**src/tqgd_pkg.sv**
```systemverilog
// shared types, constants and codes of the three queue gate dispatcher
package tqgd_pkg;

   localparam int QUEUE_DEPTH = 64;
   localparam int NUM_QUEUES  = 3;
   localparam int SLOTS       = NUM_QUEUES * QUEUE_DEPTH;
   localparam int PTR_W       = $clog2(QUEUE_DEPTH);
   localparam int FILL_W      = $clog2(QUEUE_DEPTH + 1);
   localparam int ADDR_W      = $clog2(SLOTS);
   localparam int COUNT_W     = 32;

   localparam logic OP_ADD  = 1'b0;
   localparam logic OP_GATE = 1'b1;

   typedef enum logic [2:0] {
      ST_ADDED   = 3'd0,
      ST_FULL    = 3'd1,
      ST_SERVED  = 3'd2,
      ST_NONE    = 3'd3,
      ST_INVALID = 3'd4
   } status_type;

   typedef logic [1:0] queue_idx_type;

   typedef struct packed {
      logic        opcode;
      logic [1:0]  category;
      logic [1:0]  gate;
      logic [15:0] block;
      logic [15:0] seat;
      logic [63:0] name_chars_0_7;
      logic [63:0] name_chars_8_15;
      logic [23:0] name_chars_16_18;
   } req_type;

   typedef struct packed {
      status_type  status;
      logic [1:0]  served_category;
      logic [15:0] served_block;
      logic [15:0] served_seat;
      logic [63:0] served_name_0_7;
      logic [63:0] served_name_8_15;
      logic [23:0] served_name_16_18;
      logic [31:0] gate_total;
   } rsp_type;

   typedef struct packed {
      logic [15:0] block;
      logic [15:0] seat;
      logic [63:0] name_low;
      logic [63:0] name_mid;
      logic [23:0] name_high;
   } entry_type;

   // controller to datapath
   typedef struct packed {
      logic capture;
      logic execute;
      logic load;
   } cmd_type;

   // datapath to controller
   typedef struct packed {
      logic out_free;
   } sts_type;

endpackage

```
**src/tqgd_ctrl.sv**
```systemverilog
// controller: sequences capture, execute and result load of one item
module tqgd_ctrl
   import tqgd_pkg::*;
(
   input  logic    clock,
   input  logic    reset,
   input  logic    req_valid,
   output logic    req_stall,
   input  sts_type sts,
   output cmd_type cmd
);

   typedef enum logic [1:0] {
      S_IDLE,
      S_EXEC,
      S_LOAD
   } state_type;

   state_type state_ff;
   logic      req_stall_ff;

   always_comb begin
      cmd.capture = (state_ff == S_IDLE) && req_valid && !req_stall_ff;
      cmd.execute = (state_ff == S_EXEC);
      cmd.load    = (state_ff == S_LOAD) && sts.out_free;
   end

   always_ff @(posedge clock) begin
      if (reset) begin
         state_ff     <= S_IDLE;
         req_stall_ff <= 1'b0;
      end else begin
         unique case (state_ff)
            S_IDLE: begin
               if (cmd.capture) begin
                  state_ff     <= S_EXEC;
                  req_stall_ff <= 1'b1;
               end
            end
            S_EXEC: begin
               state_ff <= S_LOAD;
            end
            S_LOAD: begin
               if (sts.out_free) begin
                  state_ff     <= S_IDLE;
                  req_stall_ff <= 1'b0;
               end
            end
            default: begin
               state_ff     <= S_IDLE;
               req_stall_ff <= 1'b0;
            end
         endcase
      end
   end

   assign req_stall = req_stall_ff;

endmodule

```
**config.mk**
```make
export PLATFORM = sky130hd
export DESIGN_NAME = tqgd_ctrl
export DESIGN_NICKNAME = d
export VERILOG_FILES = /design/src/tqgd_pkg.sv /design/src/tqgd_ctrl.sv
export SDC_FILE = /design/constraint.sdc
export NUM_CORES = 1
export LEC_CHECK = 0
export ABC_CLOCK_PERIOD_IN_PS = 1040
export BUFFER_PORTS_ARGS = -buffer_cell sky130_fd_sc_hd__buf_2
export CORE_AREA = 2 2 39 41
export CTS_CLUSTER_DIAMETER = 30
export DETAILED_ROUTE_END_ITERATION = 12
export DIE_AREA = 0 0 41 43
export GPL_ROUTABILITY_DRIVEN = 1
export SYNTH_ARGS = -nofsm -noshare
export SYNTH_HDL_FRONTEND = slang
export SYNTH_SLANG_ARGS = --single-unit
```
**constraint.sdc**
```tcl
create_clock -name clock -period 1.04 [get_ports clock]
set_input_delay 0.104 -clock clock [delete_from_list [all_inputs] [get_ports clock]]
set_output_delay 0.104 -clock clock [all_outputs]
set_load 0.01 [all_outputs]
```
[Yosys cells after proc, flatten, opt, wreduce, memory -nomap -nowiden]
Cells that the tools add are included.
Storage, ports and cells
  register bits: 3
  input port bits: 4
  output and inout bits: 4
  logic and storage cells: 20
Cells by class
  eq/ne operators: 4
  mux-type cells: 6
  bitwise operators: 1
  reductions and logical operators: 7
Operators by type and width (count)
  case mux 2 bit (3 select lines): 1
  2-to-1 mux 2 bit: 2
  inequality test 2 bit (second input constant): 2
  logical AND 1 bit: 3
  case mux 1 bit (3 select lines): 1
  AND reduction 3 bit: 1
  == test 2 x 1 -> 1 bit (second input constant): 1
  == test 2 bit (second input constant): 1
  logical NOT 2 bit: 1
  2-to-1 mux 1 bit: 2
  AND reduction 2 bit: 1
  logical NOT 1 bit: 1
  NOT 1 bit: 1

[Depth between registers and ports, before layout]
  word-level depth: 5
  depth in mapped cells: 3
  mapped depth without buffers: 3

[Worst setup path after synthesis]
OpenSTA, ideal clock, no wires.
  path kind: register to output
  from: register state_ff[0]
  to: output cmd[2] in the netlist's numbering
  data arrival time: 0.701 ns
  data required time: 0.936 ns
  path slack: 0.235 ns
  stages on the path, launching flop included: 3
  buffers on the path: 0
  path through: dfxtp_1 nand2b_4 nor3_1
RTL lines
  start: declaration: RTL line tqgd_ctrl.sv:19  | state_type state_ff;
  start signal: assignment: RTL line tqgd_ctrl.sv:30  | state_ff <= S_IDLE;
  start signal: assignment: RTL line tqgd_ctrl.sv:36  | state_ff <= S_EXEC;
  start signal: assignment: RTL line tqgd_ctrl.sv:41  | state_ff <= S_LOAD;
  end: declaration: RTL line tqgd_ctrl.sv:10  | output cmd_type cmd

==> results.md <==
* Syn_nets at 19
* Final Critical Period at 1.018 ns
* Pre-antenna DRT Iters at 1
* Number of antenna violations at the first check in global routing at 0
* Achievable frequency at 982.2 MHz
* Total grt overflow at 0
* Initial Util at 0.1013
* Core outline area at 0.001384 sq mm
* Row cnt at 14
* CP bufs+invs at 1
* Total GRT Usage at 0.04709
* Max VDD drop at 230.1 uV
* Netlist Area Pre-Place at 140.1 sq um
* Final slew viol count at 0
* Synth top area share at 0.4286
* Routed WL at 303 um
* Period utilisation layout at 0.9790
* Slowest stage cell, crit path: dfxtp_2
* PwrDens at 1637 mW/mm^2
* Worst hold slack at 0.06887 ns
* Die Span Y at 43 um
* Clk slew on worst S/H paths at 0.04 ns
* CTS Root Cell: clkbuf_4
* Status: finished clean
* Worst Path Max Fanout at 4
* Most frequent cells in the layout: buf_2 (6), clkbuf_4 (3), nor2_1 (2)
* Crit path DAT at 0.91 ns
* Sequential fraction of the synthesis area at 0.4286
* TritonCTS Buffers at 3
* Initial detailed-routing violation count at 0
* Maxcap violations at 0
* Final setup skew at 0.001722 ns
* Top cell type by total area after synthesis: dfxtp_1
* Vias/cell at 3.419
* Vias in the first global route at 125
* Largest cells by area after synthesis: dfxtp_1 (43%), nand2b_4 (9.8%), and3b_2 (7.1%), a21oi_2 (6.3%), nor2b_2 (6.3%)
* #FFs+latches synth at 3
* Area delta synth->final at 75.00%
* # diodes at 0
* Layout cell share with drive strength beyond 1 at 0.6667
* GP Congestion at 0.5180
* Crit path max-delay family: flip-flops
* Htree depth at 1
* Port Buf Inserts at 7
* Sink Count at 3
* Most common cell after layout, fill and taps aside: buf_2
* Overall power at 0.4015 mW
* Syn_area_per_cell at 9.342 sq um
* Final antenna-violating net count at 0
* Tightest Hold Check Type: in2reg
* Vias post-DR at 147
* Worst Setup End Kind: primary output
* Width of the die at 41 um
* Final Net Count at 32
* Clk_lat worst skew at 0.23 ns
* TritonCTS clock tree: done
* DRC at 0
* Relative slew margins at 0.8684
* Setup crit start kind: flip-flop
* Placed cell area at 195.2 sq um
* Setup CP Type: reg2out
* Largest net degree at the start of global routing at 7
* Count of cell types in the netlist at 12
* Final setup viols at 0
* Fin. Hold Viols at 0
* Hold-fix buffer count after cts at 0
* Cells along the critical path: nand2b_4 > nor3_2 > buf_2
* Clk buf depth at 2
* Die Footprint at 0.001763 sq mm
* First-pass GRT wire length at 427 um
* RSZ-0062 raised after global routing: yes
* YS warnings at 0
* Crit path largest cell delay at 0.32 ns
* Setup TNS at 0 ns
* Final instance area at 245.2 sq um
* Critical Path RT at 0.94 ns
* Worst-margin pin slew at 0.1956 ns
* Routed len/inst at 7.047 um
* Top-Level Pins at 8
* Post-Syn Instances at 15
* Pleak at 0.1173 nW
[report_power, final]
group / internal [mW] / switching, mW
combinational: 0.0363 / 0.0292
sequential: 0.125 / 0.0108
clock: 0.144 / 0.0568
total: 0.305 / 0.0968
[metal layers]
layer,global-route usage,up-vias,wire length [um]
met5,0,-,0
met4,0.06000,0,0
met3,0.06283,0,46
met2,0.05313,8,147
met1,0.02875,63,109
li1,-,76,-
[flip-flops by register name (all words and copies together), names as in the netlist]
signal,count
state_ff,2
req_stall,1
[cell usage after synthesis]
| cell type | instances |
|---|---|
| a21o_1 | 1 |
| a21oi_1 | 1 |
| a21oi_2 | 1 |
| and3b_2 | 1 |
| dfxtp_1 | 3 |
| inv_1 | 1 |
| nand2_1 | 1 |
| nand2b_4 | 1 |
| nor2_1 | 2 |
| nor2b_2 | 1 |
| nor3_1 | 1 |
| nor4_1 | 1 |
[area by class of cell]
cell class,instances,area (sq um)
inverters,1,3.754
repair buffers,8,48.80
well taps,16,20.02
multi-input cells,11,81.33
fillers,157,1139
clock buffers,4,26.28
flip-flops and latches,3,65.06
[worst register-to-register path, stage by stage (launching register included)]
cell and delay, ns:
dfxtp_2 0.32, nand2b_4 0.14, buf_4 0.13, a21o_1 0.17
a21oi_2 0.10
[through the flow]
stage,setup slack [ns],cells,util
finish,0.02189,43,0.1772
global route,-0.04315,43,0.1772
CTS,0.002171,43,0.1709
detailed placement,0.2119,38,0.1410
global placement,0.2232,38,0.1410
floorplan,0.2352,15,-
[repair_timing]
| action | in CTS | in global routing |
|---|---|---|
| gates cloned | 0 | 0 |
| resized for setup | 3 | 2 |
| endpoints found under the hold margin | 0 | 0 |
| setup buffers | 1 | 0 |
| pin swaps | 0 | 1 |
| setup endpoints to repair | 2 | 2 |
[path summary, 6_finish.rpt]
check	cells past startpoint	slack, ns	startpoint	endpoint
max	3	0.02	state_ff[0]$_SDFFE_PP0P_	cmd[2]
max reg2reg	4	0.12	state_ff[0]$_SDFFE_PP0P_	req_stall$_SDFFE_PP0P_
min	2	0.07	reset	req_stall$_SDFFE_PP0P_
min reg2reg	1	0.46	state_ff[1]$_SDFFE_PP0P_	state_ff[0]$_SDFFE_PP0P_
[kinds of logic after synthesis]
kind of cell / Yosys count / share of synthesized area
buffers and inverters: 1 / 0.02676
flip-flops: 3 / 0.4286
AO/OA/AOI/OAI: 3 / 0.1518
AND/OR/NAND/NOR: 8 / 0.3928
Power figures use the tool's default switching activity.
